### config.mk
export PLATFORM = sky130hd
export DESIGN_NAME = repetition_bound_parser
export DESIGN_NICKNAME = d
export VERILOG_FILES = /design/src/rtl/rbp_pkg.sv /design/src/rtl/rbp_window.sv /design/src/rtl/rbp_digit_unit.sv /design/src/rtl/repetition_bound_parser.sv
export SDC_FILE = /design/constraint.sdc
export NUM_CORES = 1
export LEC_CHECK = 0
export ABC_CLOCK_PERIOD_IN_PS = 8200
export BUFFER_PORTS_ARGS = -buffer_cell sky130_fd_sc_hd__buf_2
export CORE_ASPECT_RATIO = 0.9
export CORE_MARGIN = 5
export CORE_UTILIZATION = 59
export DETAILED_ROUTE_END_ITERATION = 6
export PLACE_DENSITY = 0.76
export SLEW_MARGIN = 40
export SYNTH_ARGS = -nofsm -noshare
export SYNTH_HDL_FRONTEND = slang
export SYNTH_SLANG_ARGS = --single-unit
### constraint.sdc
create_clock -name i_clk -period 8.2 [get_ports i_clk]
set_input_delay 2.05 -clock i_clk [delete_from_list [all_inputs] [get_ports i_clk]]
set_output_delay 2.05 -clock i_clk [all_outputs]
set_load 0.01 [all_outputs]
### src/rtl/rbp_pkg.sv
package rbp_pkg;

    // Window and count sizing
    localparam int WIN_DEPTH = 64;
    localparam int WIN_AW    = $clog2(WIN_DEPTH);
    localparam int CNT_W     = $clog2(WIN_DEPTH + 1);
    localparam int COUNT_W   = 16;
    localparam int BOUND_W   = COUNT_W + 1;
    localparam int ACC_W     = COUNT_W + 4;
    localparam int USED_W    = 7;
    localparam int LIM_W     = 5;
    localparam int SCORE_W   = LIM_W + 1;
    localparam int DEPTH_W   = LIM_W + 1;
    localparam int OUT_W     = ((2 * BOUND_W + USED_W + 3 + 7) / 8) * 8;

    localparam logic [LIM_W-1:0]   LIMIT_RESET = LIM_W'(12);
    localparam logic [COUNT_W-1:0] COUNT_MAX   = '1;

    // Characters of the notation
    localparam logic [7:0] CH_QUEST = 8'h3F;
    localparam logic [7:0] CH_STAR  = 8'h2A;
    localparam logic [7:0] CH_PLUS  = 8'h2B;
    localparam logic [7:0] CH_OPEN  = 8'h7B;
    localparam logic [7:0] CH_CLOSE = 8'h7D;
    localparam logic [7:0] CH_COLON = 8'h3A;
    localparam logic [7:0] CH_SPACE = 8'h20;
    localparam logic [7:0] CH_TAB   = 8'h09;
    localparam logic [7:0] CH_ZERO  = 8'h30;
    localparam logic [7:0] CH_NINE  = 8'h39;

    typedef enum logic [2:0] {
        ST_OK         = 3'd0,
        ST_NO_BRACE   = 3'd1,
        ST_ZERO_BOUND = 3'd2,
        ST_ZERO_UPPER = 3'd3,
        ST_ILLOGICAL  = 3'd4,
        ST_ZERO_INST  = 3'd5,
        ST_INVALID    = 3'd6,
        ST_OVERFLOW   = 3'd7
    } t_status;

    typedef enum logic [3:0] {
        S_IDLE,
        S_START,
        S_HEAD,
        S_SCAN_GET,
        S_SCAN_EVAL,
        S_SCAN_DONE,
        S_GET,
        S_EVAL,
        S_OUT
    } t_state;

    typedef enum logic [2:0] {
        PH_VAL_A,
        PH_BLANK1,
        PH_COLON,
        PH_BLANK2,
        PH_VAL_B,
        PH_CLOSE
    } t_phase;

    // Window memory request
    typedef struct packed {
        logic              we;
        logic [WIN_AW-1:0] waddr;
        logic [7:0]        wdata;
        logic              re;
        logic [WIN_AW-1:0] raddr;
    } t_win_req;

    function automatic logic is_digit(input logic [7:0] c);
        return (c >= CH_ZERO) && (c <= CH_NINE);
    endfunction

    function automatic logic is_blank(input logic [7:0] c);
        return (c == CH_SPACE) || (c == CH_TAB);
    endfunction

endpackage

### src/rtl/rbp_window.sv
module rbp_window
    import rbp_pkg::*;
(
    input  logic       i_clk,
    input  t_win_req   i_req,
    output logic [7:0] o_rdata
);

    logic [7:0] mem [WIN_DEPTH];
    logic [7:0] r_rdata;

    // Character store, one write and one registered read
    always_ff @(posedge i_clk) begin
        if (i_req.we) begin
            mem[i_req.waddr] <= i_req.wdata;
        end
        if (i_req.re) begin
            r_rdata <= mem[i_req.raddr];
        end
    end

    assign o_rdata = r_rdata;

endmodule

### src/rtl/rbp_digit_unit.sv
module rbp_digit_unit
    import rbp_pkg::*;
(
    input  logic [COUNT_W-1:0] i_acc,
    input  logic               i_acc_vld,
    input  logic [7:0]         i_char,
    output logic [COUNT_W-1:0] o_acc,
    output logic               o_sat
);

    logic [7:0]       diff;
    logic [ACC_W-1:0] base;
    logic [ACC_W-1:0] sum;

    // acc * 10 + digit as two shifts and adds, saturated to the count range
    always_comb begin
        diff  = i_char - CH_ZERO;
        base  = i_acc_vld ? ACC_W'(i_acc) : '0;
        sum   = (base << 3) + (base << 1) + ACC_W'(diff[3:0]);
        o_sat = (sum > ACC_W'(COUNT_MAX));
        o_acc = o_sat ? COUNT_MAX : sum[COUNT_W-1:0];
    end

endmodule

### src/rtl/repetition_bound_parser.sv
// Channel   | Direction | Handshake                     | Payload
// ----------+-----------+-------------------------------+-----------------------------------
// s_axis    | in        | s_axis_tvalid / s_axis_tready | tdata text_char, tlast text_end,
//           |           |                               | tuser text_empty
// m_axis    | out       | m_axis_tvalid / m_axis_tready | tdata min, max, consumed, status
// cfg       | in        | i_cfg_valid / o_cfg_ready     | lookahead_limit
//
// A request without tlast or tuser puts its character into the window memory while it has room.
// A closing request starts a parse. A brace is scored over the characters after it (at most
// lookahead_limit of them), then the brace parse reads its positions and steps its fields,
// all through the one read port.
// s_axis_tready is low while a parse runs; a result that m_axis does not take stalls the
// next result only, loading of characters goes on. Reset is synchronous, active low.
module repetition_bound_parser
    import rbp_pkg::*;
(
    input  logic              i_clk,
    input  logic              i_rst_n,
    input  logic              s_axis_tvalid,
    output logic              s_axis_tready,
    input  logic [7:0]        s_axis_tdata,   // [7:0] text_char
    input  logic              s_axis_tlast,
    input  logic              s_axis_tuser,   // [0] text_empty
    output logic              m_axis_tvalid,
    input  logic              m_axis_tready,
    output logic [OUT_W-1:0]  m_axis_tdata,   // min_count, max_count, consumed, status, zeros
    input  logic              i_cfg_valid,
    output logic              o_cfg_ready,
    input  logic [LIM_W-1:0]  i_cfg_data
);

    t_state                     r_state, n_state;
    t_phase                     r_phase, n_phase;
    logic [LIM_W-1:0]           r_limit;
    logic [CNT_W-1:0]           r_cnt, n_cnt;
    logic [CNT_W-1:0]           r_pos, n_pos;
    logic [LIM_W-1:0]           r_k, n_k;
    logic signed [SCORE_W-1:0]  r_score, n_score;
    logic [DEPTH_W-1:0]         r_depth, n_depth;
    logic                       r_have, n_have;
    logic [COUNT_W-1:0]         r_acc, n_acc;
    logic                       r_acc_vld, n_acc_vld;
    logic [COUNT_W-1:0]         r_a, n_a;
    logic                       r_a_vld, n_a_vld;
    logic                       r_colon, n_colon;
    logic                       r_sat, n_sat;
    logic signed [BOUND_W-1:0]  r_lo, n_lo;
    logic signed [BOUND_W-1:0]  r_hi, n_hi;
    logic [USED_W-1:0]          r_used, n_used;
    t_status                    r_st, n_st;
    logic                       r_ovalid, n_ovalid;
    logic [OUT_W-1:0]           r_odata, n_odata;

    t_win_req                   win_req;
    logic [7:0]                 rdata;
    logic [COUNT_W-1:0]         du_acc;
    logic                       du_sat;
    logic                       in_fire;
    logic [DEPTH_W-1:0]         depth_nx;

    rbp_window u_window (
        .i_clk   (i_clk),
        .i_req   (win_req),
        .o_rdata (rdata)
    );

    rbp_digit_unit u_digit (
        .i_acc     (r_acc),
        .i_acc_vld (r_acc_vld),
        .i_char    (rdata),
        .o_acc     (du_acc),
        .o_sat     (du_sat)
    );

    assign s_axis_tready = (r_state == S_IDLE);
    assign in_fire       = s_axis_tvalid && s_axis_tready;
    assign o_cfg_ready   = 1'b1;
    assign m_axis_tvalid = r_ovalid;
    assign m_axis_tdata  = r_odata;

    // Control registers
    always_ff @(posedge i_clk) begin
        if (!i_rst_n) begin
            r_state  <= S_IDLE;
            r_limit  <= LIMIT_RESET;
            r_cnt    <= '0;
            r_ovalid <= 1'b0;
        end else begin
            r_state  <= n_state;
            r_cnt    <= n_cnt;
            r_ovalid <= n_ovalid;
            if (i_cfg_valid) begin
                r_limit <= i_cfg_data;
            end
        end
    end

    // Datapath registers
    always_ff @(posedge i_clk) begin
        r_phase   <= n_phase;
        r_pos     <= n_pos;
        r_k       <= n_k;
        r_score   <= n_score;
        r_depth   <= n_depth;
        r_have    <= n_have;
        r_acc     <= n_acc;
        r_acc_vld <= n_acc_vld;
        r_a       <= n_a;
        r_a_vld   <= n_a_vld;
        r_colon   <= n_colon;
        r_sat     <= n_sat;
        r_lo      <= n_lo;
        r_hi      <= n_hi;
        r_used    <= n_used;
        r_st      <= n_st;
        r_odata   <= n_odata;
    end

    // Sequencer
    always_comb begin
        n_state   = r_state;
        n_phase   = r_phase;
        n_cnt     = r_cnt;
        n_pos     = r_pos;
        n_k       = r_k;
        n_score   = r_score;
        n_depth   = r_depth;
        n_have    = r_have;
        n_acc     = r_acc;
        n_acc_vld = r_acc_vld;
        n_a       = r_a;
        n_a_vld   = r_a_vld;
        n_colon   = r_colon;
        n_sat     = r_sat;
        n_lo      = r_lo;
        n_hi      = r_hi;
        n_used    = r_used;
        n_st      = r_st;
        n_odata   = r_odata;
        n_ovalid  = r_ovalid && !m_axis_tready;
        depth_nx  = r_depth;

        win_req       = '0;
        win_req.waddr = r_cnt[WIN_AW-1:0];
        win_req.wdata = s_axis_tdata;
        win_req.raddr = r_pos[WIN_AW-1:0];

        case (r_state)
            S_IDLE: begin
                if (in_fire) begin
                    if (!s_axis_tuser && (r_cnt < CNT_W'(WIN_DEPTH))) begin
                        win_req.we = 1'b1;
                        n_cnt      = r_cnt + 1'b1;
                    end
                    if (s_axis_tlast || s_axis_tuser) begin
                        n_state = S_START;
                    end
                end
            end

            // default 1..1, then fetch the first character if the window is not empty
            S_START: begin
                n_lo   = BOUND_W'(1);
                n_hi   = BOUND_W'(1);
                n_used = '0;
                n_st   = ST_OK;
                if (r_cnt == '0) begin
                    n_state = S_OUT;
                end else begin
                    win_req.re    = 1'b1;
                    win_req.raddr = '0;
                    n_state       = S_HEAD;
                end
            end

            // single-character hints or brace start
            S_HEAD: begin
                n_state = S_OUT;
                case (rdata)
                    CH_QUEST: begin
                        n_lo = '0; n_hi = BOUND_W'(1); n_used = USED_W'(1);
                    end
                    CH_STAR: begin
                        n_lo = '0; n_hi = '1; n_used = USED_W'(1);
                    end
                    CH_PLUS: begin
                        n_lo = BOUND_W'(1); n_hi = '1; n_used = USED_W'(1);
                    end
                    CH_OPEN: begin
                        n_score = '0;
                        n_depth = DEPTH_W'(1);
                        n_pos   = CNT_W'(1);
                        n_k     = '0;
                        n_state = S_SCAN_GET;
                    end
                    default: begin
                        n_state = S_OUT;
                    end
                endcase
            end

            // lookahead score over the characters after the brace
            S_SCAN_GET: begin
                if ((r_k >= r_limit) || (r_pos >= r_cnt)) begin
                    n_state = S_SCAN_DONE;
                end else begin
                    win_req.re = 1'b1;
                    n_state    = S_SCAN_EVAL;
                end
            end

            S_SCAN_EVAL: begin
                if (is_digit(rdata) || (rdata == CH_COLON) || (rdata == CH_CLOSE)) begin
                    n_score = r_score + SCORE_W'(1);
                end else if (!is_blank(rdata)) begin
                    n_score = r_score - SCORE_W'(1);
                end
                if (rdata == CH_OPEN) begin
                    depth_nx = r_depth + 1'b1;
                end else if (rdata == CH_CLOSE) begin
                    depth_nx = r_depth - 1'b1;
                end
                n_depth = depth_nx;
                if (depth_nx == '0) begin
                    n_state = S_SCAN_DONE;
                end else begin
                    n_pos   = r_pos + 1'b1;
                    n_k     = r_k + 1'b1;
                    n_state = S_SCAN_GET;
                end
            end

            S_SCAN_DONE: begin
                if (r_score <= 0) begin
                    n_state = S_OUT;
                end else begin
                    n_pos     = CNT_W'(1);
                    n_acc_vld = 1'b0;
                    n_sat     = 1'b0;
                    n_colon   = 1'b0;
                    n_phase   = PH_VAL_A;
                    n_state   = S_GET;
                end
            end

            // fetch the character at the parse position, if any
            S_GET: begin
                n_have     = (r_pos < r_cnt);
                win_req.re = (r_pos < r_cnt);
                n_state    = S_EVAL;
            end

            S_EVAL: begin
                case (r_phase)
                    PH_VAL_A, PH_VAL_B: begin
                        if (r_have && is_digit(rdata)) begin
                            n_acc     = du_acc;
                            n_acc_vld = 1'b1;
                            n_sat     = r_sat || du_sat;
                            n_pos     = r_pos + 1'b1;
                            n_state   = S_GET;
                        end else if (r_phase == PH_VAL_A) begin
                            n_a       = r_acc;
                            n_a_vld   = r_acc_vld;
                            n_acc_vld = 1'b0;
                            n_phase   = PH_BLANK1;
                        end else begin
                            n_phase = PH_CLOSE;
                        end
                    end
                    PH_BLANK1, PH_BLANK2: begin
                        if (r_have && is_blank(rdata)) begin
                            n_pos   = r_pos + 1'b1;
                            n_state = S_GET;
                        end else begin
                            n_phase = (r_phase == PH_BLANK1) ? PH_COLON : PH_VAL_B;
                        end
                    end
                    PH_COLON: begin
                        n_phase = PH_BLANK2;
                        if (r_have && (rdata == CH_COLON)) begin
                            n_colon = 1'b1;
                            n_pos   = r_pos + 1'b1;
                            n_state = S_GET;
                        end
                    end
                    PH_CLOSE: begin
                        n_state = S_OUT;
                        n_lo    = '0;
                        n_hi    = '0;
                        if (!(r_have && (rdata == CH_CLOSE))) begin
                            n_used = USED_W'(r_pos);
                            n_st   = ST_NO_BRACE;
                        end else begin
                            n_used = USED_W'(r_pos + 1'b1);
                            n_st   = r_sat ? ST_OVERFLOW : ST_OK;
                            if (r_a_vld && !r_acc_vld && !r_colon) begin
                                if (r_a == '0) begin
                                    n_st = ST_ZERO_BOUND;
                                end else begin
                                    n_lo = {1'b0, r_a};
                                    n_hi = {1'b0, r_a};
                                end
                            end else if (r_a_vld && !r_acc_vld && r_colon) begin
                                n_lo = {1'b0, r_a};
                                n_hi = '1;
                            end else if (!r_a_vld && r_acc_vld && r_colon) begin
                                if (r_acc == '0) begin
                                    n_st = ST_ZERO_UPPER;
                                end else begin
                                    n_lo = '1;
                                    n_hi = {1'b0, r_acc};
                                end
                            end else if (r_a_vld && r_acc_vld && r_colon) begin
                                if (r_acc < r_a) begin
                                    n_st = ST_ILLOGICAL;
                                end else if ((r_a == '0) && (r_acc == '0)) begin
                                    n_st = ST_ZERO_INST;
                                end else begin
                                    n_lo = {1'b0, r_a};
                                    n_hi = {1'b0, r_acc};
                                end
                            end else begin
                                n_st = ST_INVALID;
                            end
                        end
                    end
                    default: begin
                        n_state = S_OUT;
                    end
                endcase
            end

            // hand the result to the output register once it is free
            S_OUT: begin
                if (!r_ovalid || m_axis_tready) begin
                    n_odata  = OUT_W'({r_st, r_used, r_hi, r_lo});
                    n_ovalid = 1'b1;
                    n_cnt    = '0;
                    n_state  = S_IDLE;
                end
            end

            default: begin
                n_state = S_IDLE;
            end
        endcase
    end

    // Checks
    a_cnt_range: assert property (@(posedge i_clk) disable iff (!i_rst_n)
        r_cnt <= CNT_W'(WIN_DEPTH))
        else $error("window count beyond depth");

    a_close_starts_parse: assert property (@(posedge i_clk) disable iff (!i_rst_n)
        (in_fire && (s_axis_tlast || s_axis_tuser)) |=> (r_state == S_START))
        else $error("closing request did not start a parse");

    a_error_zero_bounds: assert property (@(posedge i_clk) disable iff (!i_rst_n)
        (r_ovalid && (r_odata[2*BOUND_W+USED_W +: 3] != ST_OK)
            && (r_odata[2*BOUND_W+USED_W +: 3] != ST_OVERFLOW))
        |-> (r_odata[2*BOUND_W-1:0] == '0))
        else $error("error result with nonzero bounds");

    a_cnt_cleared: assert property (@(posedge i_clk) disable iff (!i_rst_n)
        ((r_state == S_OUT) && (n_state == S_IDLE)) |=> (r_cnt == '0) && r_ovalid)
        else $error("window not released after result");

    a_scan_bounded: assert property (@(posedge i_clk) disable iff (!i_rst_n)
        (r_state == S_SCAN_EVAL) |-> (r_pos < r_cnt))
        else $error("scan read beyond loaded characters");

endmodule

# Word-level counts from Yosys, hierarchy flattened
# Memory sizes are Yosys's and may differ from the RTL's. A register that Yosys moved wholly into a read port is not among the register bits.
# Index checks and enable logic that the tools add are counted.
[totals]
input_bits = 20
output_inout_bits = 51
register_bits = 169
elab_cells = 255
ramBits = 512
memories = 1
[mem_list]
columns = ["name", "words", "width", "rd", "rd_clocked_by_memory_dff", "wr", "line_no", "source"]
rows = [
  ["u_window.mem", 64, 8, 1, 1, 1, "rbp_window.sv:9", "logic [7:0] mem [WIN_DEPTH];"],
]
[op_classes]
n_reduce_logical = 63
n_mux = 106
order_cmp = 9
add_sub_neg = 10
bitwise_logic = 1
eq_ne = 44
[ops]
columns = ["cell", "count"]
rows = [
  ["$mux W17", 11],
  ["$mux W16", 9],
  ["$pmux W17 S3", 2],
  ["$mux W7", 13],
  ["$pmux W17 S2", 2],
  ["$mux W3", 17],
  ["$mux W6", 8],
  ["$pmux W7 S3", 2],
  ["$eq A8 B6 Y1 const B", 5],
  ["$mux W4", 9],
  ["$pmux W4 S9", 1],
  ["$logic_not A16 Y1", 2],
  ["$pmux W7 S4", 1],
  ["$ne A3 B3 Y1 const B", 9],
  ["$pmux W6 S2", 2],
  ["$add A20 B20 Y20", 1],
  ["$add A20 B4 Y20", 1],
  ["$gt A20 B16 Y1 const B", 1],
  ["$reduce_and A4 Y1", 5],
  ["$reduce_and A3 Y1", 6],
  ["$mux W1", 17],
  ["$eq A4 B3 Y1 const B", 4],
  ["$eq A8 B7 Y1 const B", 2],
  ["$logic_and A1 B1 Y1", 16],
  ["other kinds (49)", 87],
]

# Depth between registers and ports, before layout
# Gate-level depths: netlist of the first run.
[logic_depth]
depth_word = 11
depth_mapped = 14
ltp_nobuf = 13

# Modules after synthesis
# A second synthesis of the first run with hierarchy kept.
[unflattened]
hier_cells = 1856
area_unflattened_um2 = 29833.6
[by_module_without_submodules]
columns = ["module", "n_inst", "area_per_inst_um2", "seq_area_each_um2", "cells_each"]
rows = [
  ["rbp_window", 1, 20270.7, 15615.0, 972],
  ["repetition_bound_parser", 1, 8254.2, 4904.7, 709],
  ["rbp_digit_unit", 1, 1308.8, 0.0, 175],
]

# Worst setup path before layout of the first run
# Ideal clock, no wire load.
[synth_path]
path_kind = "input to register"
from = "in m_axis_tready"
to = "reg r_cnt[5]"
setup_slack_ns = 3.075
cell_stages = 6
required_ns = 8.081
path_buffers = 0
t_arrival_ns = 5.005
cell_sequence = "nor2b_1 > nor2b_1 > o22ai_1 > nor4_1 > xnor2_1 > nor2_1"
[synth_via]
elab_chain_cells = 3
[synth_rtl]
columns = ["item", "line_no", "source"]
rows = [
  ["start: declaration", "repetition_bound_parser.sv:25", "input logic m_axis_tready,"],
  ["$logic_or A1 B1 Y1", "repetition_bound_parser.sv:336", "if (!r_ovalid || m_axis_tready) begin"],
  ["$ne A2 B2 Y1 (no line)", "--", ""],
  ["$reduce_and A4 Y1 (no line)", "--", ""],
  ["end signal: assignment", "repetition_bound_parser.sv:90", "r_cnt <= n_cnt;"],
  ["end: declaration", "repetition_bound_parser.sv:35", "logic [CNT_W-1:0] r_cnt, n_cnt;"],
]
# No other way between the ends.
# A chain may end at the register's enable or synchronous reset.

# Worst setup path after layout of the first run
[layout_path]
from = "reg r_acc_vld"
to = "reg r_acc[9] (data pin)"
[layout_via]
elab_chain_cells = 4
[layout_rtl]
columns = ["item", "line_no", "source"]
rows = [
  ["start: declaration", "repetition_bound_parser.sv:42", "logic r_acc_vld, n_acc_vld;"],
  ["start signal: assignment", "repetition_bound_parser.sv:107", "r_acc_vld <= n_acc_vld;"],
  ["$mux W16 *", "rbp_digit_unit.sv:18", "base = i_acc_vld ? ACC_W'(i_acc) : '0;"],
  ["$add A20 B20 Y20 *", "rbp_digit_unit.sv:19", "sum = (base << 3) + (base << 1) + ACC_W'(diff[3:0]);"],
  ["$add A20 B4 Y20 *", "rbp_digit_unit.sv:19", ""],
  ["$gt A20 B16 Y1", "rbp_digit_unit.sv:20", "o_sat = (sum > ACC_W'(COUNT_MAX));"],
  ["end signal: assignment", "repetition_bound_parser.sv:106", "r_acc <= n_acc;"],
  ["end: declaration", "repetition_bound_parser.sv:41", "logic [COUNT_W-1:0] r_acc, n_acc;"],
]
# Mark *: on every way between the ends. The rest lies on a longest branch, timed or not.

==> results.sh, run 1 <==
export IMPL_hp_start="r_lo[2]"
export IMPL_relSlewSlack=0.402
export IMPL_fill_cells=3389
export IMPL_p_int_w=0.00574
export IMPL_cp_arrival_ns=4.70
export IMPL_sequentialPowerShare=0.539
export IMPL_grt_pass1_wl_um=110000
export IMPL_grt_max_degree=176
export IMPL_worst_r2r_setup_slack_ns=3.81
export IMPL_vias=19200
export IMPL_hold_depth=0
export IMPL_wl_per_cell_um=24.8
export IMPL_setup_tns_ns=0
export IMPL_slowest_stage="a21oi_2"
export IMPL_worstPathCellList="clkinv_1 > nor2_1 > ha_1 > ha_1 > fa_1 > a21oi_1 > o21ai_0 > a31oi_1 > a31oi_1 > a211o_1 > a21oi_2 > o21ai_0"
export IMPL_antenna_found_initial=0
export IMPL_synth_seq_cells=689
export IMPL_min_to="m_axis_tdata[2]"
export IMPL_fin_crit_sh=0.535
export IMPL_regArea_mm2=0.0205
export IMPL_reg2reg_depth=12
export IMPL_ys_top_cells_by_area="edfxtp_1 67%, nor2_1 3.4%, ha_1 2.8%, mux2i_1 2.5%, mux4_2 1.9%"
export IMPL_multiInputGateArea_mm2=0.00882
export IMPL_hold_ws_ns=0.418
export IMPL_cp_num_buf_inv=1
export IMPL_worstPathRequired_ns=8.51
export IMPL_synth_seq_area_share=0.682
export IMPL_synth_most_common_cell="edfxtp_1"
export IMPL_post_synth_top_area_fraction=0.670
export IMPL_p_per_area_mw_per_mm2=217
export IMPL_reg2reg_from="r_acc_vld"
export IMPL_critPathMaxFanout=18
export IMPL_setup_viol=0
export IMPL_clkPwrFrac=0.434
export IMPL_worst_skew_pair_late_latency_ns=0.62
export IMPL_ant_nets=0
export IMPL_max_stage_delay_ns=0.56
export IMPL_rows=78
export IMPL_hold_violations=0
export IMPL_post_cts_setup_buffers=0
export IMPL_synth_avg_cell_area_um2=13.8
export IMPL_worst_pin_slew_ns=0.897
export IMPL_dieArea_mm2=0.0556
export IMPL_numCtsBuffers=69
export IMPL_cts_resized=0
export IMPL_overflow=0
export IMPL_synth_cells=2187
export IMPL_grt_pass1_vias=18600
export IMPL_crit_path_end_kind="register"
export IMPL_ys_flop_type="edfxtp_1"
export IMPL_p_leak_nw=11.7
export IMPL_clk_pin_slew_ns=0.06
export IMPL_clock_path_buffers=3
export IMPL_nets=2308
export IMPL_synth_top_area_cell="edfxtp_1"
export IMPL_fin_worst_skew_ns=0.0327
export IMPL_areaGrowthSynthToFinish_pct=10.5
export IMPL_drt_pass1_iter_count=6
export IMPL_drt_wl_total_um=73300
export IMPL_grt_setup_unrepaired="no"
export IMPL_synth_enable_flop_cells=672
export IMPL_status="complete, no violations"
export IMPL_yosysWarningCount=0
export IMPL_post_route_min_period_ns=4.39
export IMPL_diodes=0
export IMPL_htree_levels=3
export IMPL_crit_family="compound AO/OA/AOI/OAI gates"
export IMPL_portBuffers=65
export IMPL_root_buffer="clkbuf_16"
export IMPL_grtUsageTotal=0.261
export IMPL_start_util=0.597
export IMPL_synth_area_mm2=0.0301
export IMPL_ioPinCount=71
export IMPL_gp_congestion=0.926
export IMPL_critPathKind="register to register"
export IMPL_ys_types=79
export IMPL_drt_initial_drc_count=2601
export IMPL_max_cap_violations=0
export IMPL_remaining_drc_errors=0
export IMPL_dp_hpwl_um=45600
export IMPL_fp_dieH_um=224
export IMPL_power_frac_comb=0.028
export IMPL_clock_fmax_ghz=0.228
export IMPL_swShare=0.206
export IMPL_cts_tree="yes"
export IMPL_synth_commonest_cells="672 x edfxtp_1, 270 x nor2_1, 113 x nand2_1, 98 x a21oi_1, 85 x clkbuf_1"
export IMPL_routed_via_density=6.51
export IMPL_final_max_slew_viol_count=0
export IMPL_switchingPower_w=0.00149
export IMPL_cts_sinks=689
export IMPL_min_path_type="register to register"
export IMPL_worstReg2RegEnd="r_acc[9]"
export IMPL_fp_dieW_um=248
export IMPL_cts_hold_buf=0
export IMPL_drive_gt1_frac=0.115
export IMPL_start_kind="register"
export IMPL_core_mm2=0.0505
export IMPL_ir_worst_vdd_mv=0.177
export IMPL_synthArstFlopShare=0
==> metal layers <==
layer	vias up	part of all wire	track usage
met3	219	0.11	0.0553
met5	-	0	0
li1	8428	-	-
met1	9360	0.38	0.356
met4	0	0.043	0.0988
met2	1224	0.47	0.422
==> power groups by stage <==
stage | logic, W | registers, W | clock network, W
2_1_floorplan | 0.0000923 | 0.00396 | 0
3_3_place_gp | 0.000189 | 0.00397 | 0
3_5_place_dp | 0.000192 | 0.00397 | 0
4_1_cts | 0.000193 | 0.00389 | 0.00316
5_1_grt | 0.000210 | 0.00389 | 0.00331
6_report | 0.000199 | 0.00389 | 0.00313
==> metrics by stage <==
| stage | power, W | std cells | util | setup slack (ns) | area (um2) |
|---|---|---|---|---|---|
| floorplan | 0.00406 | 2190 | - | 3.08 | 30100 |
| global placement | 0.00415 | 2825 | 0.613 | 3.59 | 30900 |
| detailed placement | 0.00416 | 2825 | 0.614 | 3.52 | 31000 |
| CTS | 0.00725 | 2950 | 0.658 | 3.82 | 33200 |
| global route | 0.00741 | 2952 | 0.659 | 3.41 | 33300 |
| finish | 0.00722 | 2952 | 0.659 | 3.81 | 33300 |
==> area by class of cell <==
type / count / area share
timing repair buffer: 83 / 0.0160
clock inverter: 43 / 0.0118
multi-input combinational: 1295 / 0.265
inverter: 80 / 0.00903
sequential: 689 / 0.617
clock buffer: 82 / 0.0556
tap: 680 / 0.0256
==> sequential cells by signal, summed over array words and instances, names as in the netlist, 3 cells and up <==
name / cells
u_window.mem: 512
r_limit: 5
r_lo: 17
u_window.o_rdata: 8
r_depth: 6
r_score: 6
r_hi: 17
r_state: 4
r_acc: 16
r_pos: 7
m_axis_tdata: 44
r_k: 5
r_used: 7
r_cnt: 7
r_a: 16
r_phase: 3
r_st: 3
==> cell usage in the layout, fill, tap and decap left out, types with 9 or more instances in the layout <==
cell	count
a211oi_1	47
a21o_1	32
a21oi_1	96
a31oi_1	20
and2_1	33
and3_1	17
buf_2	58
buf_4	17
clkbuf_1	9
clkbuf_16	72
clkinv_1	19
clkinv_2	10
dfxtp_1	17
edfxtp_1	672
ha_1	68
inv_1	76
mux2_2	31
mux2i_1	75
mux4_2	25
nand2_1	111
nand3_1	38
nand4_1	18
nor2_1	270
nor2b_1	11
nor3_1	29
nor4_1	20
o211a_1	9
o211ai_1	10
o21a_1	9
o21ai_0	65
o221ai_1	24
o22ai_1	61
o31ai_1	9
xnor2_1	28
xor2_1	14
==> worst max path at each step <==
stage / start / end / slack, ns / cells past startpoint
2_1_floorplan: m_axis_tready / r_cnt[5] / 3.08 / 6
3_3_place_gp: s_axis_tuser / u_window.mem[27][1] / 3.59 / 5
3_5_place_dp: s_axis_tuser / u_window.mem[26][1] / 3.52 / 5
4_1_cts: r_acc_vld / r_acc[1] / 3.82 / 12
5_1_grt: r_acc_vld / r_acc[9] / 3.41 / 12
6_report: r_acc_vld / r_acc[9] / 3.81 / 12
==> worst reg2reg max path: cells and delay by family (launching register included) <==
family,cells,cell delay (ns)
and+or+nand+nor,1,0.31
DFF,1,0.49
buffers and inverters,1,0.46
adders and majority gates,3,0.93
AOI/OAI and AO/OA,7,1.89
==> kinds of logic (layout without fill, tap and decap cells) <==
kind of cell,Yosys count,count (layout),share of synthesized area
other,2,5,0.000249
multiplexers,131,131,0.0552
flip-flops,689,689,0.682
AND/OR/NAND/NOR,589,589,0.0900
XOR/XNOR,42,42,0.0122
AO/OA/AOI/OAI,458,458,0.104
buffers and inverters,206,288,0.0273
adder cells (fa/ha/maj),70,70,0.0296
(Power assumes the default switching activity.)
==> run 2: changes to the inputs <==
--- a/config.mk
+++ b/config.mk
@@ -5,13 +5,13 @@
 export SDC_FILE = /design/constraint.sdc
 export NUM_CORES = 1
 export LEC_CHECK = 0
-export ABC_CLOCK_PERIOD_IN_PS = 8200
+export ABC_CLOCK_PERIOD_IN_PS = 3730
 export BUFFER_PORTS_ARGS = -buffer_cell sky130_fd_sc_hd__buf_2
 export CORE_ASPECT_RATIO = 0.9
 export CORE_MARGIN = 5
-export CORE_UTILIZATION = 59
+export CORE_UTILIZATION = 56
 export DETAILED_ROUTE_END_ITERATION = 6
-export PLACE_DENSITY = 0.76
+export PLACE_DENSITY = 0.75
 export SLEW_MARGIN = 40
 export SYNTH_ARGS = -nofsm -noshare
 export SYNTH_HDL_FRONTEND = slang
==> constraint.sdc (replaced) <==
create_clock -name i_clk -period 3.73 [get_ports i_clk]
set_input_delay 0.9325 -clock i_clk [delete_from_list [all_inputs] [get_ports i_clk]]
set_output_delay 0.9325 -clock i_clk [all_outputs]
set_load 0.01 [all_outputs]
==> run 2 against run 1 <==
Compared with the run above: via count is 1.5% higher; combinational power grew 130%; non-clock buffer count grew 107; setup slack got worse by 3.7 ns; highest routed layer unchanged.
==> results.sh, run 2 (synthesis gave the netlist of run 1 again) <==
export IMPL_status="complete, no violations"
export IMPL_crit_path_end_kind="register"
export IMPL_placed_cell_area_mm2=0.0319
export IMPL_portBuffers=65
export IMPL_ir_worst_vdd_mv=0.374
export IMPL_root_buffer="clkbuf_16"
export IMPL_final_max_slew_viol_count=0
export IMPL_grt_pass1_vias=19400
export IMPL_hold_violations=0
export IMPL_fin_crit_sh=0.974
export IMPL_numCtsBuffers=70
export IMPL_setup_tns_ns=0
export IMPL_cp_arrival_ns=4.13
export IMPL_post_cts_setup_buffers=0
export IMPL_areaGrowthSynthToFinish_pct=13.6
export IMPL_clock_path_buffers=3
export IMPL_clock_fmax_ghz=0.275
export IMPL_antenna_found_initial=0
export IMPL_wl_per_cell_um=23.8
export IMPL_drt_initial_drc_count=2486
export IMPL_slowest_stage="a2111oi_1"
export IMPL_cp_num_buf_inv=5
export IMPL_final_cell_mix="672 x edfxtp_1, 269 x nor2_1, 115 x buf_4, 112 x nand2_1, 96 x a21oi_1"
export IMPL_fin_area_mm2=0.0342
export IMPL_startpoint="r_cnt[1]"
export IMPL_crit_end="u_window.o_rdata[6]"
export IMPL_final_common_cell="edfxtp_1"
export IMPL_grt_pass1_wl_um=113000
export IMPL_worst_skew_pair_late_latency_ns=0.63
export IMPL_grt_setup_unrepaired="no"
export IMPL_gp_congestion=0.956
export IMPL_drt_wl_total_um=73400
export IMPL_worst_r2r_setup_slack_ns=0.1
export IMPL_fill_cells=3644
export IMPL_relSlewSlack=0.469
export IMPL_min_path_type="register to register"
export IMPL_cts_tree="yes"
export IMPL_setup_viol=0
export IMPL_grt_max_degree=71
export IMPL_reg2reg_depth=12
export IMPL_htree_levels=3
export IMPL_remaining_drc_errors=0
export IMPL_p_per_area_mw_per_mm2=470
export IMPL_max_cap_violations=0
export IMPL_diodes=0
export IMPL_worstReg2RegEnd="u_window.o_rdata[6]"
export IMPL_worstPathCellList="inv_1 > ha_1 > inv_1 > o41a_2 > buf_4 > a21oi_2 > buf_12 > o22ai_1 > and3_1 > a2111oi_1 > buf_4 > a221o_1"
export IMPL_fin_cells=3080
export IMPL_vias=19500
export IMPL_cp_num_cells=12
export IMPL_critPathMaxFanout=32
export IMPL_clk_pin_slew_ns=0.06
export IMPL_nets=2416
export IMPL_dp_hpwl_um=47100
export IMPL_ant_nets=0
export IMPL_cts_sinks=689
export IMPL_post_route_min_period_ns=3.63
export IMPL_worst_pin_slew_ns=0.794
export IMPL_overflow=0
export IMPL_core_mm2=0.0532
export IMPL_p_leak_nw=12.3
export IMPL_fin_worst_skew_ns=0.0272
export IMPL_fp_dieW_um=254
export IMPL_largest_reg_flops=512
export IMPL_dieArea_mm2=0.0585
export IMPL_start_kind="register"
export IMPL_worstPathRequired_ns=4.22
export IMPL_crit_family="compound AO/OA/AOI/OAI gates"
export IMPL_max_stage_delay_ns=0.63
export IMPL_dp_cells=2950
export IMPL_routed_via_density=6.34
export IMPL_reg2reg_from="r_cnt[1]"
export IMPL_ioPinCount=71
export IMPL_largest_register="u_window.mem"
export IMPL_start_util=0.566
export IMPL_drive_gt1_frac=0.155
export IMPL_fp_dieH_um=230
export IMPL_critPathKind="register to register"
export IMPL_drt_pass1_iter_count=6
export IMPL_rows=80
export IMPL_grtUsageTotal=0.248
run 2: cell count changes in the layout (fill, tap and decap cells not counted), moves of 4 or more:
| cell | before | now |
|---|---|---|
| buf_4 | 17 | 115 |
| buf_12 | 1 | 9 |
| buf_2 | 58 | 64 |
| buf_6 | 6 | 0 |
| clkbuf_1 | 9 | 13 |
| clkinvlp_4 | 5 | 1 |
run 2: repair_timing:
item                       in CTS  in global routing
setup endpoints to repair       0                 17
resized for setup               0                  3
hold buffers                    0                  0
run 2: report_power, final:
| part | total (W) | internal, W | switching (W) |
|---|---|---|---|
| clock | 0.00706 | 0.00409 | 0.00297 |
| combinational | 0.000455 | 0.000130 | 0.000325 |
| sequential | 0.00855 | 0.00853 | 0.0000216 |
run 2: per-layer routing:
layer  vias to the layer above  part of all wire  routed length (um)  track usage
li1                       8666                 -                   -            -
met1                      9562              0.39               29000        0.348
met2                      1105              0.47               34300        0.393
met3                       195              0.10                7350       0.0540
met4                         0             0.038                2810       0.0817
met5                         -                 0                   0            0
run 2: cell type report:
type	count	area, um2	share of cell area
clock buffer	84	1830	0.0534
clock inverter	45	475	0.0139
inverter	80	300	0.00878
multi-input combinational	1295	8820	0.258
sequential	689	20500	0.600
tap	697	872	0.0255
timing repair buffer	190	1390	0.0408
run 2: worst min path at each step:
stage	from	endpoint	slack (ns)	cells after the start
after CTS	r_used[2]	m_axis_tdata[36]	0.40	0
final	r_used[2]	m_axis_tdata[36]	0.40	0
after detailed placement	r_used[1]	m_axis_tdata[35]	0.40	0
after global routing	r_used[2]	m_axis_tdata[36]	0.41	0
after floorplan	r_lo[0]	m_axis_tdata[0]	0.40	0
after global placement	r_hi[15]	m_axis_tdata[32]	0.40	0
run 2: metrics by stage:
step / utilization / worst slack (ns) / hold WS (ns) / total power, W
floorplan: - / 0.0954 / 0.400 / 0.00892
global placement: 0.599 / 0.212 / 0.403 / 0.00914
detailed placement: 0.599 / 0.129 / 0.405 / 0.00916
CTS: 0.643 / 0.0595 / 0.403 / 0.0161
global route: 0.644 / 0.00613 / 0.409 / 0.0165
finish: 0.644 / 0.0973 / 0.397 / 0.0161
==> run 3: changes to the inputs <==
--- a/config.mk
+++ b/config.mk
@@ -12,6 +12,7 @@
 export CORE_UTILIZATION = 56
 export DETAILED_ROUTE_END_ITERATION = 6
 export PLACE_DENSITY = 0.75
+export SETUP_SLACK_MARGIN = 0.1
 export SLEW_MARGIN = 40
 export SYNTH_ARGS = -nofsm -noshare
 export SYNTH_HDL_FRONTEND = slang
==> run 3 against run 2 <==
Compared with the run above: sequential power about the same; combinational power increased by 1%; largest cell class unchanged; worst hold slack improved by 0.021 ns; critical path type unchanged; first-iteration DRC count decreased by 0.93%; via count increased by 0.78%; cell area about the same; die area unchanged; global-route usage decreased by 0.083 points; sequential share of layout area about the same; non-clock buffer count decreased by 1.
==> results.sh, run 3 (synthesis gave the netlist of run 1 again) <==
export IMPL_hold_ws_ns=0.418
export IMPL_p_per_area_mw_per_mm2=465
export IMPL_final_max_slew_viol_count=0
export IMPL_worst_skew_pair_late_latency_ns=0.61
export IMPL_worstPathRequired_ns=4.20
export IMPL_p_leak_nw=12.2
export IMPL_dp_slack_ns=0.132
export IMPL_grt_max_degree=118
export IMPL_grtUsageTotal=0.248
export IMPL_p_int_w=0.0127
export IMPL_clkPwrFrac=0.433
export IMPL_clk_pin_slew_ns=0.06
export IMPL_max_stage_delay_ns=0.67
export IMPL_post_route_util=0.643
export IMPL_setup_tns_ns=0
export IMPL_nets=2415
export IMPL_cts_resized=0
export IMPL_largest_register="u_window.mem"
export IMPL_sequentialPowerShare=0.538
export IMPL_largest_reg_flops=512
export IMPL_wl_per_cell_um=23.9
export IMPL_drive_gt1_frac=0.155
export IMPL_grt_pass1_vias=19300
export IMPL_remaining_drc_errors=0
export IMPL_vias=19700
export IMPL_critPathKind="register to register"
export IMPL_cts_hold_buf=0
export IMPL_post_cts_setup_buffers=0
export IMPL_fin_cells=3078
export IMPL_fp_dieW_um=254
export IMPL_drt_initial_drc_count=2463
export IMPL_worst_pin_slew_ns=0.837
export IMPL_areaGrowthSynthToFinish_pct=13.5
export IMPL_grt_pass1_wl_um=112000
export IMPL_grt_setup_unrepaired="yes"
export IMPL_drt_wl_total_um=73600
export IMPL_switchingPower_w=0.00322
export IMPL_final_cell_mix="672 x edfxtp_1, 270 x nor2_1, 115 x buf_4, 111 x nand2_1, 93 x a21oi_1"
export IMPL_critPathMaxFanout=32
export IMPL_numCtsBuffers=70
export IMPL_crit_path_end_kind="register"
export IMPL_fp_dieH_um=230
export IMPL_crit_family="compound AO/OA/AOI/OAI gates"
export IMPL_dp_cells=2949
export IMPL_fill_cells=3714
export IMPL_clock_path_buffers=3
export IMPL_portBuffers=65
export IMPL_root_buffer="clkbuf_16"
export IMPL_htree_levels=3
export IMPL_max_cap_violations=0
export IMPL_hold_violations=0
export IMPL_ioPinCount=71
export IMPL_cp_num_buf_inv=2
export IMPL_clock_fmax_ghz=0.283
export IMPL_setup_viol=0
export IMPL_dp_hpwl_um=47300
export IMPL_slowest_stage="a222oi_1"
export IMPL_swShare=0.203
export IMPL_setup_ws_ns=0.200
export IMPL_overflow=0
export IMPL_power_frac_comb=0.029
export IMPL_fin_crit_sh=0.946
export IMPL_cp_arrival_ns=4.00
export IMPL_relSlewSlack=0.442
export IMPL_ant_nets=0
export IMPL_drt_pass1_iter_count=6
export IMPL_start_util=0.566
export IMPL_post_route_min_period_ns=3.53
export IMPL_antenna_found_initial=1
export IMPL_dieArea_mm2=0.0585
export IMPL_start_kind="register"
export IMPL_core_mm2=0.0532
export IMPL_status="complete, no violations"
export IMPL_worstPathCellList="inv_1 > ha_1 > or4bb_1 > o22ai_2 > nand2_1 > buf_4 > o22ai_1 > nor2_1 > a222oi_1 > a211o_1"
export IMPL_rows=80
export IMPL_cts_sinks=689
export IMPL_ir_worst_vdd_mv=0.446
export IMPL_fin_worst_skew_ns=0.0274
export IMPL_routed_via_density=6.39
export IMPL_cts_tree="yes"
export IMPL_final_common_cell="edfxtp_1"
export IMPL_min_path_type="register to register"
export IMPL_gp_congestion=0.925
[run 3: cell count changes in the layout (fill, tap and decap cells not counted), sizes merged]
cell	before	now
clkinvlp	1	5
clkbuf	84	88
diode	0	2
inv	81	77
buf	190	189
clkinv	35	30
bufinv	8	6
[run 3: layout make-up]
class                   instances  area (um2)  area share
diodes                          2        5.00    0.000146
clock buffers                  88        1890      0.0554
clock inverters                38         354      0.0104
inverters                      80         300     0.00879
multi-input cells            1295        8860       0.259
flip-flops and latches        689       20500       0.600
well taps                     697         872      0.0255
repair buffers                189        1370      0.0402
[run 3: metrics by stage]
step | total power (W) | area (um2)
floorplan | 0.00892 | 30100
global placement | 0.00913 | 31800
detailed placement | 0.00916 | 31800
CTS | 0.0160 | 34100
global route | 0.0163 | 34200
finish | 0.0159 | 34200
[run 3: per-layer routing]
metal / vias to the layer above / wire length (um) / track usage
li1: 8657 / - / -
met1: 9614 / 28600 / 0.345
met2: 1202 / 34400 / 0.390
met3: 208 / 7820 / 0.0542
met4: 0 / 2750 / 0.0874
met5: - / 0 / 0
[run 3: path summary, 6_finish.rpt]
path	start	to	slack [ns]	depth (start not counted)
hold / removal	r_lo[13]	m_axis_tdata[13]	0.42	0
setup / recovery	r_cnt[1]	u_window.o_rdata[0]	0.20	10
hold reg to reg	r_lo[13]	m_axis_tdata[13]	0.42	0
setup reg to reg	r_cnt[1]	u_window.o_rdata[0]	0.20	10
[run 3: power groups by stage]
stage,Combinational (W),Sequential [W],Clock [W]
2_1_floorplan,0.000203,0.00871,0
3_3_place_gp,0.000423,0.00871,0
3_5_place_dp,0.000443,0.00871,0
4_1_cts,0.000447,0.00855,0.00696
5_1_grt,0.000486,0.00855,0.00730
6_report,0.000460,0.00855,0.00688
